[src/design/lru_key_value_cache_macros.svh]
// ----------------------------------------------------------------------------
// LRU key/value cache assertion macros
// Concurrent assertion wrappers shared by the cache RTL.
// ----------------------------------------------------------------------------
`ifndef LRU_KEY_VALUE_CACHE_MACROS_SVH
`define LRU_KEY_VALUE_CACHE_MACROS_SVH

`ifndef NO_ASSERTIONS

`define LKV_ASSERT(lbl, clk, rst_n, prop, msg) \
  lbl: assert property (@(posedge clk) disable iff (!rst_n) prop) else $error(msg);

`define LKV_ASSERT_NR(lbl, clk, prop, msg) \
  lbl: assert property (@(posedge clk) prop) else $error(msg);

`else

`define LKV_ASSERT(lbl, clk, rst_n, prop, msg)

`define LKV_ASSERT_NR(lbl, clk, prop, msg)

`endif

`endif

[src/design/lkv_pkg.sv]
// ----------------------------------------------------------------------------
// LRU key/value cache package
// Request and response types, cell control and sequencer states.
// ----------------------------------------------------------------------------
package lkv_pkg;

  localparam logic CMD_GET = 1'b0;
  localparam logic CMD_PUT = 1'b1;

  localparam int unsigned VALUE_BITS = 32;
  localparam int unsigned CAP_BITS   = 7;

  localparam logic [CAP_BITS-1:0]   CAP_RESET  = 7'd64;
  localparam logic [VALUE_BITS-1:0] MISS_VALUE = 32'hFFFF_FFFF;
  localparam logic [VALUE_BITS-1:0] PUT_VALUE  = 32'h0000_0000;

  typedef struct packed {
    logic               command;
    logic signed [31:0] key;
    logic signed [31:0] value;
  } req_t;

  typedef struct packed {
    logic               hit;
    logic signed [31:0] read_value;
  } rsp_t;

  typedef struct packed {
    logic cmp_en;
    logic valid;
    logic shift;
  } cell_ctl_t;

  typedef enum logic [1:0] {
    ST_IDLE,
    ST_CMP,
    ST_UPD
  } state_e;

endpackage

[src/design/lkv_cell.sv]
// ----------------------------------------------------------------------------
// LRU key/value cache cell
// One recency position: key and value, registered key match, shift from the
// more recent neighbour.
// ----------------------------------------------------------------------------
module lkv_cell #(
  parameter int unsigned KEY_W = 32
) (
  input  logic                             clk_i,
  input  lkv_pkg::cell_ctl_t               ctl_i,
  input  logic [KEY_W-1:0]                 search_key_i,
  input  logic [KEY_W-1:0]                 nb_key_i,
  input  logic [lkv_pkg::VALUE_BITS-1:0]   nb_val_i,
  output logic [KEY_W-1:0]                 key_o,
  output logic [lkv_pkg::VALUE_BITS-1:0]   val_o,
  output logic                             match_o
);

  logic [KEY_W-1:0]               key_q, key_d;
  logic [lkv_pkg::VALUE_BITS-1:0] val_q, val_d;
  logic                           match_q, match_d;

  always_comb begin
    key_d   = ctl_i.shift ? nb_key_i : key_q;
    val_d   = ctl_i.shift ? nb_val_i : val_q;
    match_d = ctl_i.cmp_en ? (ctl_i.valid && (key_q == search_key_i)) : match_q;
  end

  always_ff @(posedge clk_i) begin
    key_q   <= key_d;
    val_q   <= val_d;
    match_q <= match_d;
  end

  assign key_o   = key_q;
  assign val_o   = val_q;
  assign match_o = match_q;

endmodule

[config.mk]
export PLATFORM = sky130hd
export DESIGN_NAME = lkv_cell
export DESIGN_NICKNAME = d
export VERILOG_FILES = /design/src/design/lru_key_value_cache_macros.svh /design/src/design/lkv_pkg.sv /design/src/design/lkv_cell.sv
export SDC_FILE = /design/constraint.sdc
export NUM_CORES = 1
export LEC_CHECK = 0
export BUFFER_PORTS_ARGS = -buffer_cell sky130_fd_sc_hd__buf_2
export CAP_MARGIN = 20
export CORE_ASPECT_RATIO = 1.5
export CORE_MARGIN = 2
export CORE_UTILIZATION = 35
export DETAILED_ROUTE_END_ITERATION = 16
export PLACE_DENSITY_LB_ADDON = 0.05
export SLEW_MARGIN = 10
export SYNTH_ARGS = -nofsm -noshare
export SYNTH_HDL_FRONTEND = slang
export SYNTH_SLANG_ARGS = --single-unit
[constraint.sdc]
create_clock -name clk_i -period 3 [get_ports clk_i]
set_input_delay 0.45 -clock clk_i [delete_from_list [all_inputs] [get_ports clk_i]]
set_output_delay 0.45 -clock clk_i [all_outputs]
set_load 0.005 [all_outputs]
==> metrics.yaml, run 1 <==
slew_violations: 0
die-area_um2: 7270
placed_area_um2: 3240
cts_tree: "done"
final-setup-viol-count: 0
clkLatencyLatePin_ns: 0.32
worst_hold_slack_ns: 0.298
dr.pass1.iters: 4
synth_area_per_cell_um2: 21.2
vias_per_cell: 4.33
io_pins: 165
area_growth_pct: 49.6
post_cts_buffers: 0
hp-class: "input pin to flip-flop"
cp-end-kind: "flip-flop"
path_class: "flip-flop to flip-flop"
cp_max_fo: 2
core_area_um2: 6440
syn_area_um2: 2310
cpPeakStageDelay_ns: 0.42
grt_pass1_wl_mm: 7.08
critPathArrivalTime_ns: 1.68
crit_start: "key_o[23]"
io_buffers: 164
drt-initial-drc-count: 50
path_clk_slew_ns: 0.07
hold_violations: 0
fin_ws_ns: 1.49
avgRoutedWirePerCell_um: 13.5
synth.distinct_cells: 8
ant_nets: 0
r2r_start: "key_o[23]"
synthCells: 109
drive_gt1_share_pct: 62.1
fmax_ghz: 0.662
cap_violations: 0
critPathSlowestCell: "edfxtp_1"
track_usage_pct: 13.3
worstSetupStartpointType: "flip-flop"
numCtsBuffers: 9
dp_slack_ns: 1.28
fin_setup_tns_ns: 0
yosys_warnings: 0
timing.max_slew.rel_slack_pct: 49.6
skew_ns: 0.00427
yosysSeqAreaShare_pct: 84.6
antenna_found_initial: 0
grt_overflow: 0
cts-htree-levels: 3
drt-total-wl_mm: 4.94
p_leak_nw: 1.54
ys_ff_latch: 65
rows: 36
powerDensity_nw_per_um2: 601
synth_nets: 209
vias: 1583
grt_max_degree: 35
die_h_um: 103
postLayoutCoreUtil_pct: 53.6
nets: 385
fin_crit_ns: 1.51
cts.path.max_buffers: 2
peakVddDrop_mv: 0.359
die_w_um: 70.3
route.detailed.drc: 0
antennaDiodeCount: 0
min_from: "nb_val_i[8]"
grt_setup_unrepaired: "false"
status: "finished clean"
cp.required_ns: 3.17
gp_congestion: 0.723
worst_slew_pin_slew_ns: 0.756
clkSinkCount: 65
final_cell_area_um2: 3450
first_global_vias: 1543
cp_cell_sequence: "xor2_1 > nor4_1 > nand4_1 > nor3_2"
initial_core_util_pct: 35.8
cts_root_buf: "clkbuf_8"
post-route-period-util_pct: 50.4
cts_resized: 0
cts_hold_buf: 0
[flip-flops by register name, indices dropped and copies added (netlist names)]
register / flops
match_o: 1
val_o: 32
key_o: 32
[power breakdown]
part	internal (mW)	leakage, nW	switching [mW]
clock	0.459	0.104	0.305
sequential	1.08	0.637	0.0283
combinational	0.114	0.795	0.0886
[Yosys cell counts]
| library cell | number | area (um^2) |
|---|---|---|
| nor3_1 | 1 | 5.00 |
| nand4_1 | 1 | 6.26 |
| nand3_1 | 2 | 10.0 |
| xnor2_1 | 1 | 8.76 |
| nor3_2 | 1 | 10.0 |
| nor4_1 | 7 | 43.8 |
| xor2_1 | 31 | 272 |
| edfxtp_1 | 65 | 1950 |
[worst paths after layout]
path / to / slack, ns / cells past startpoint
worst max register to register: match_o / 1.49 / 4
worst max-delay path: match_o / 1.49 / 4
worst min-delay path: val_o[8] / 0.30 / 1
worst min register to register: match_o / 0.72 / 3
[through the flow]
step	cells	power (mW)
after CTS	366	2.12
final	366	2.08
after detailed placement	350	1.34
after floorplan	109	1.18
after global routing	366	2.17
after global placement	350	1.33
[cells in the final DEF, fill, tap and decap left out]
cell          n
clkinv_2      2
nor3_2        1
nor4_1        7
clkbuf_8      9
buf_12        1
nor3_1        1
bufinv_16     2
nand3_1       2
clkinvlp_4    1
buf_2       164
edfxtp_1     65
xnor2_1       1
clkinv_1      2
xor2_1       31
nand4_1       1
[final cells by class]
cell class / count / area (um^2)
clock inverters: 7 / 85.1
clock buffers: 9 / 124
fillers: 569 / 2990
repair buffers: 165 / 841
multi-input cells: 44 / 355
flip-flops and latches: 65 / 1950
well taps: 76 / 95.1
[kinds of logic after synthesis]
group / count (synthesis) / share of synthesized area (%)
xor+xnor: 32 / 12.1
flops: 65 / 84.6
simple gates: 12 / 3.25
[routing by layer]
metal  up-vias  track usage (%)  share of wire [%]  wire [um]
li1        771                -                  -          -
met1       705             13.1                 33       1630
met2       105             22.9                 54       2680
met3         2             7.36                 12        601
met4         0             6.21               0.49         24
met5         -                0                  0          0
[critical path, delay by kind of cell (launching register included)]
kind | cells | cell delay [ns]
flip-flops | 1 | 0.42
XOR/XNOR | 1 | 0.16
AND/OR/NAND/NOR | 3 | 0.78
(Power assumes the default switching activity.)
==> run 2, diff against run 1 <==
==> constraint.sdc (replaced) <==
create_clock -name clk_i -period 1.4 [get_ports clk_i]
set_input_delay 0.21 -clock clk_i [delete_from_list [all_inputs] [get_ports clk_i]]
set_output_delay 0.21 -clock clk_i [all_outputs]
set_load 0.005 [all_outputs]
==> run 2 against run 1 <==
Sequential power is 110% higher; largest power group unchanged; final area rose by 0.40%; non-clock buffer count rose by 1; critical endpoint unchanged; first-iteration DRC count decreased by 6.0%; critical path depth did not move; core utilization grew 0.21 points; via count is 0.44% higher; combinational power up 120%; sequential cell count stayed put; die area is the same.
==> metrics.yaml, run 2 (same netlist as run 1, synthesis figures left out) <==
status: "finished clean"  # unchanged
rows: 36  # unchanged
worst_slew_pin_slew_ns: 0.274  # was 0.756 ns
core_area_um2: 6440  # unchanged
r2r_start: "key_o[30]"  # was key_o[23]
min_from: "nb_val_i[31]"  # was nb_val_i[8]
reg2reg_to: "match_o"  # unchanged
p_leak_nw: 1.53  # was 1.54 nW
clkLatencyLatePin_ns: 0.34  # was 0.32 ns
switchingPower_uw: 937  # was 422 uW
io_buffers: 164  # unchanged
critPathSlowestCell: "edfxtp_1"  # unchanged
numCtsBuffers: 9  # unchanged
layout_common_cells: "164 x buf_2, 65 x edfxtp_1, 31 x xor2_1, 9 x clkbuf_8, 4 x nor4_1"  # was 164 x buf_2, 65 x edfxtp_1, 31 x xor2_1, 9 x clkbuf_8, 7 x nor4_1
fin_crit_ns: 1.34  # was 1.51 ns
rrSetupSlack_ns: 0.06  # was 1.49 ns
initial_core_util_pct: 35.8  # unchanged
cts-htree-levels: 3  # unchanged
track_usage_pct: 13.3  # about the same
die_w_um: 70.3  # unchanged
io_pins: 165  # unchanged
cpPeakStageDelay_ns: 0.40  # was 0.42 ns
drt-initial-drc-count: 47  # was 50
drt-total-wl_mm: 4.93  # was 4.94 mm
cts_tree: "done"  # unchanged
seqPwrFrac_pct: 55.1  # was 53.4%
cts_hold_buf: 0  # unchanged
fin_setup_tns_ns: 0  # unchanged
first_global_vias: 1532  # was 1543
timing.max_slew.rel_slack_pct: 81.6  # was 49.6%
finalPower_mw: 4.30  # was 2.08 mW
vias_per_cell: 4.34  # was 4.33
p_comb_share_pct: 10.5  # was 9.8%
gp_congestion: 0.776  # was 0.723
post-route-period-util_pct: 96.0  # was 50.4%
ant_nets: 0  # unchanged
grt_overflow: 0  # unchanged
drive_gt1_share_pct: 63.8  # was 62.1%
grt_pass1_wl_mm: 7.03  # was 7.08 mm
die_h_um: 103  # unchanged
post_cts_buffers: 0  # unchanged
cp.required_ns: 1.59  # was 3.17 ns
hp-class: "input pin to flip-flop"  # unchanged
cp-end-kind: "flip-flop"  # unchanged
slew_violations: 0  # unchanged
peakVddDrop_mv: 0.881  # was 0.359 mV
path_class: "flip-flop to flip-flop"  # unchanged
clkSinkCount: 65  # unchanged
p_sw_share_pct: 21.8  # was 20.3%
powerDensity_nw_per_um2: 1240  # was 601 nW/um^2
antennaDiodeCount: 0  # unchanged
cts.path.max_buffers: 2  # unchanged
route.detailed.drc: 0  # unchanged
antenna_found_initial: 0  # unchanged
vias: 1590  # was 1583
avgRoutedWirePerCell_um: 13.5  # about the same
skew_ns: 0.00539  # was 0.00427 ns
cp_max_fo: 2  # unchanged
worstSetupStartpointType: "flip-flop"  # unchanged
die-area_um2: 7270  # unchanged
cts_root_buf: "clkbuf_8"  # unchanged
worstHoldEndpoint: "val_o[31]"  # was val_o[8]
dpl.hpwl_mm: 3.88
nets: 386  # was 385
grt_setup_unrepaired: "true"  # was false
final_common_cell: "buf_2"  # unchanged
ff2ff_path_depth: 4  # unchanged
cap_violations: 0  # unchanged
critPathTopFamily: "simple AND/OR/NAND/NOR gates"  # unchanged
grt_max_degree: 34  # was 35
cp_num_buf_inv: 0  # unchanged
intPower_mw: 3.37  # was 1.65 mW
area_growth_pct: 50.2  # was 49.6%
path_clk_slew_ns: 0.07  # about the same
holdPathStages: 1  # unchanged
final-setup-viol-count: 0  # unchanged
p_clk_share_pct: 34.3  # was 36.8%
critPathArrivalTime_ns: 1.53  # was 1.68 ns
hold_violations: 0  # unchanged
cp_cell_sequence: "xor2_1 > nor4_1 > nand4_1 > nor3_2"  # unchanged
dr.pass1.iters: 6  # was 4
fmax_ghz: 0.744  # was 0.662 GHz
[run 2: how the worst max path moves through the flow]
| stage | startpoint | end | slack, ns | cells after the start |
|---|---|---|---|---|
| after floorplan | key_o[15] | match_o | 0.15 | 4 |
| after global placement | key_o[23] | match_o | -0.06 | 4 |
| after detailed placement | key_o[23] | match_o | -0.04 | 4 |
| after CTS | key_o[2] | match_o | 0.01 | 4 |
| after global routing | key_o[31] | match_o | -0.008 | 4 |
| final | key_o[30] | match_o | 0.06 | 4 |
[run 2: layout make-up]
type / instances / area (um^2)
Timing Repair Buffer: 166 / 861
Clock inverter: 6 / 60.1
Clock buffer: 9 / 124
Tap cell: 76 / 95.1
Fill cell: 590 / 2980
Sequential cell: 65 / 1950
Multi-Input combinational cell: 44 / 374
[run 2: repair_timing]
item,in CTS,in global routing
pin swaps,3,2
resized for setup,1,2
endpoints found under the setup margin,1,1
[run 2: per-layer routing]
metal	track usage (%)	up-vias	wire length, um
met5	0	-	0
met4	6.21	0	90
met3	7.07	8	581
met2	22.4	104	2580
met1	13.7	709	1670
li1	-	769	-
[run 2: power by group through the flow]
stage	logic [mW]	clock network [mW]	registers, mW
after floorplan	0.0797	0	2.44
after global placement	0.449	0	2.41
after detailed placement	0.450	0	2.42
after CTS	0.455	1.53	2.38
after global routing	0.501	1.61	2.39
final	0.454	1.48	2.37
[run 2: metrics by stage]
step | std cells | instance area, um^2 | util (%) | worst slack (ns) | hold slack [ns]
after floorplan | 109 | 2310 | - | 0.152 | 0.309
after global placement | 351 | 3260 | 50.7 | -0.0587 | 0.386
after detailed placement | 351 | 3260 | 50.7 | -0.0376 | 0.388
after CTS | 366 | 3450 | 53.6 | 0.00989 | 0.0233
after global routing | 366 | 3470 | 53.8 | -0.00790 | 0.0186
final | 366 | 3470 | 53.8 | 0.0559 | 0.0397
[run 2: worst reg2reg max path: stages, from the launching register on]
cell and delay [ns]:
edfxtp_1 0.40, xor2_1 0.15, nor4_1 0.31, nand4_1 0.21, nor3_2 0.13
==> run 3, diff against run 2 <==
--- a/config.mk
+++ b/config.mk
@@ -5,13 +5,15 @@
 export SDC_FILE = /design/constraint.sdc
 export NUM_CORES = 1
 export LEC_CHECK = 0
+export ABC_AREA = 1
 export BUFFER_PORTS_ARGS = -buffer_cell sky130_fd_sc_hd__buf_2
 export CAP_MARGIN = 20
 export CORE_ASPECT_RATIO = 1.5
 export CORE_MARGIN = 2
-export CORE_UTILIZATION = 35
+export CORE_UTILIZATION = 29
 export DETAILED_ROUTE_END_ITERATION = 16
 export PLACE_DENSITY_LB_ADDON = 0.05
+export REMOVE_ABC_BUFFERS = 1
 export SLEW_MARGIN = 10
 export SYNTH_ARGS = -nofsm -noshare
 export SYNTH_HDL_FRONTEND = slang
==> run 3 against run 2 <==
Sequential power is essentially flat; cell count grew 34%; global-route usage shrank 0.21 points; clock-buffer cell count is the same; via count grew 24%; synthesized cell count grew 86%; maximum frequency grew 13%; largest cell class unchanged.
==> metrics.yaml, run 3 <==
synth_edf_count: 65  # unchanged
dr.pass1.iters: 4  # was 6
vias: 1966  # was 1590
synth.most_common_cell: "edfxtp_1"  # unchanged
yosysTopAreaCell: "edfxtp_1"  # unchanged
critPathSlowestCell: "edfxtp_1"  # unchanged
ff2ff_path_depth: 7  # was 4
antennaDiodeCount: 0  # unchanged
holdPathStages: 1  # unchanged
initial_core_util_pct: 29.9  # was 35.8%
cp_common_cell: "nor2_1"
ys_top_cells_by_count: "65 x edfxtp_1, 59 x nand2_1, 35 x inv_1, 18 x nor2_1, 6 x o21ai_1"  # was 65 x edfxtp_1, 31 x xor2_1, 7 x nor4_1, 2 x nand3_1
timing.max_slew.rel_slack_pct: 87.7  # was 81.6%
worstHoldEndpoint: "key_o[9]"  # was val_o[31]
cts_root_buf: "clkbuf_16"  # was clkbuf_8
peakVddDrop_mv: 0.869  # was 0.881 mV
fin_crit_ns: 1.19  # was 1.34 ns
seqPwrFrac_pct: 47.4  # was 55.1%
skew_ns: 0.00235  # was 0.00539 ns
post-route-period-util_pct: 85.1  # was 96.0%
core_area_um2: 8460  # was 6440 um^2
synth_top_area_share_pct: 77.1  # was 84.6%
synth.distinct_cells: 14  # was 8
p_leak_nw: 1.87  # was 1.53 nW
p_comb_share_pct: 10.1  # was 10.5%
switchingPower_mw: 1.08  # was 937 uW
path_class: "flip-flop to flip-flop"  # unchanged
cp_max_fo: 3  # was 2
cp-end-kind: "flip-flop"  # unchanged
syn_area_um2: 2530  # was 2310 um^2
yosys.area_share.simple_pct: 12.7  # was 3.25%
final_common_cell: "buf_2"  # unchanged
cts_resized: 0  # was 1
cts_tree: "done"  # unchanged
worstSetupStartpointType: "flip-flop"  # unchanged
grt_setup_unrepaired: "false"  # was true
cap_violations: 0  # unchanged
vias_per_cell: 4.00  # was 4.34
grt_pass1_wl_mm: 8.96  # was 7.03 mm
synthMuxAreaShare_pct: 0  # unchanged
die-area_um2: 9510  # was 7270 um^2
finalPower_mw: 5.02  # was 4.30 mW
rows: 41  # was 36
cts_hold_buf: 0  # unchanged
yosys_warnings: 0  # unchanged
route.detailed.drc: 0  # unchanged
synth_area_per_cell_um2: 12.5  # was 21.2 um^2
min_from: "nb_key_i[9]"  # was nb_val_i[31]
status: "finished clean"  # unchanged
cp.required_ns: 1.59  # about the same
cpPeakStageDelay_ns: 0.42  # was 0.40 ns
area_growth_pct: 50.6  # was 50.2%
drt-initial-drc-count: 22  # was 47
synth_area_leaders: "edfxtp_1 77%, nand2_1 8.7%, inv_1 5.2%"  # was edfxtp_1 85%, xor2_1 12%, nor4_1 1.9%
hp-class: "input pin to flip-flop"  # unchanged
gp_congestion: 0.700  # was 0.776
track_usage_pct: 13.1  # was 13.3%
powerDensity_nw_per_um2: 1320  # was 1240 nW/um^2
synth_xor_area_share_pct: 2.77  # was 12.1%
hold_violations: 0  # unchanged
antenna_found_initial: 0  # unchanged
fmax_ghz: 0.839  # was 0.744 GHz
io_buffers: 164  # unchanged
avgRoutedWirePerCell_um: 12.2  # was 13.5 um
die_h_um: 118  # was 103 um
layout_common_cells: "164 x buf_2, 65 x edfxtp_1, 59 x nand2_1, 35 x inv_1, 18 x nor2_1"  # was 164 x buf_2, 65 x edfxtp_1, 31 x xor2_1, 9 x clkbuf_8, 4 x nor4_1
drive_gt1_share_pct: 47.8  # was 63.8%
fin_setup_tns_ns: 0  # unchanged
critPathArrivalTime_ns: 1.38  # was 1.53 ns
cp_cell_sequence: "nand2_2 > nand2_1 > nor2_1 > nand2_1 > nor2_1 > nand3_1 > nor2_1"  # was xor2_1 > nor4_1 > nand4_1 > nor3_2
synthArstFlopShare_pct: 0  # unchanged
reg2reg_to: "match_o"  # unchanged
synthCells: 203  # was 109
p_sw_share_pct: 21.5  # was 21.8%
drt-total-wl_mm: 6.01  # was 4.93 mm
rrSetupSlack_ns: 0.21  # was 0.06 ns
io_pins: 165  # unchanged
synth_ff_type: "edfxtp_1"  # unchanged
numCtsBuffers: 9  # unchanged
synth_compound_area_share_pct: 1.68  # was 0%
die_w_um: 80.3  # was 70.3 um
ys_ff_latch: 65  # unchanged
synth_top_family_by_area: "simple AND/OR/NAND/NOR gates"  # was XOR/XNOR gates
slew_violations: 0  # unchanged
dpl.hpwl_mm: 4.85  # was 3.88 mm
final-setup-viol-count: 0  # unchanged
first_global_vias: 1977  # was 1532
grt_max_degree: 33  # was 34
cts.path.max_buffers: 2  # unchanged
nets: 480  # was 386
r2r_start: "key_o[31]"  # was key_o[30]
fillers: 822  # was 590
clkLatencyLatePin_ns: 0.32  # was 0.34 ns
postLayoutCoreUtil_pct: 45.1  # was 53.8%
intPower_mw: 3.94  # was 3.37 mW
worst_slew_pin_slew_ns: 0.184  # was 0.274 ns
clkSinkCount: 65  # unchanged
ant_nets: 0  # unchanged
p_clk_share_pct: 42.4  # was 34.3%
worst_hold_slack_ns: 0.0575  # was 0.0397 ns
path_clk_slew_ns: 0.05  # was 0.07 ns
grt_overflow: 0  # unchanged
post_cts_buffers: 0  # unchanged
yosys.area_share.adder_pct: 0  # unchanged
yosysSeqAreaShare_pct: 77.1  # was 84.6%
cts-htree-levels: 3  # unchanged
==> run 3: cell types whose count changed in the layout (fill, tap and decap cells not counted), moves of 6 or more <==
cell	before	now
nand2_1	0	59
o21ai_1	0	6
inv_1	0	35
clkbuf_8	9	0
nor2_1	0	18
clkbuf_16	0	9
xor2_1	31	3
==> run 3: layout make-up <==
cell class | count | area (um^2) | share of cell area [%]
Inverter | 39 | 146 | 3.84
Tap cell | 107 | 134 | 3.51
Multi-Input combinational cell | 99 | 434 | 11.4
Timing Repair Buffer | 166 | 861 | 22.6
Clock inverter | 7 | 61.3 | 1.61
Sequential cell | 65 | 1950 | 51.2
Clock buffer | 9 | 225 | 5.91
==> run 3: how the worst max path moves through the flow <==
stage,slack [ns],to,start,cells past startpoint
floorplan,0.35,match_o,key_o[10],8
global placement,0.15,match_o,key_o[31],7
detailed placement,0.15,match_o,key_o[31],7
CTS,0.14,match_o,key_o[31],7
global route,0.08,match_o,key_o[31],7
finish,0.21,match_o,key_o[31],7
==> run 3: cell families after synthesis <==
logic type | count (synthesis)
AOI/OAI and AO/OA | 8
xor gates and xnor gates | 8
buffers and inverters | 39
DFF | 65
and+or+nand+nor | 83
==> run 3: worst max-delay path, delay by kind of cell, from the launching register on <==
kind	cells	cell delay (ns)
flops	1	0.42
simple gates	7	0.64
==> run 3: power groups by stage <==
stage               logic, mW  registers, mW  clock network, mW
floorplan               0.131           2.44                  0
global placement        0.524           2.41                  0
detailed placement      0.522           2.42                  0
CTS                     0.524           2.38               2.20
global route            0.577           2.40               2.27
finish                  0.509           2.38               2.13
==> run 3: stage by stage <==
step,cell area (um^2),instances,worst slack (ns)
final,3810,492,0.209
after global routing,3810,492,0.0820
after CTS,3810,492,0.138
after detailed placement,3530,476,0.155
after global placement,3530,476,0.148
after floorplan,2530,203,0.347
==> run 3: metal layers <==
layer  vias up  track usage (%)  wire (um)
met3        10             4.66        534
met1       856             12.4       2100
met2        93             23.1       3230
met4         0             8.26        145
met5         -                0          0
li1       1007                -          -
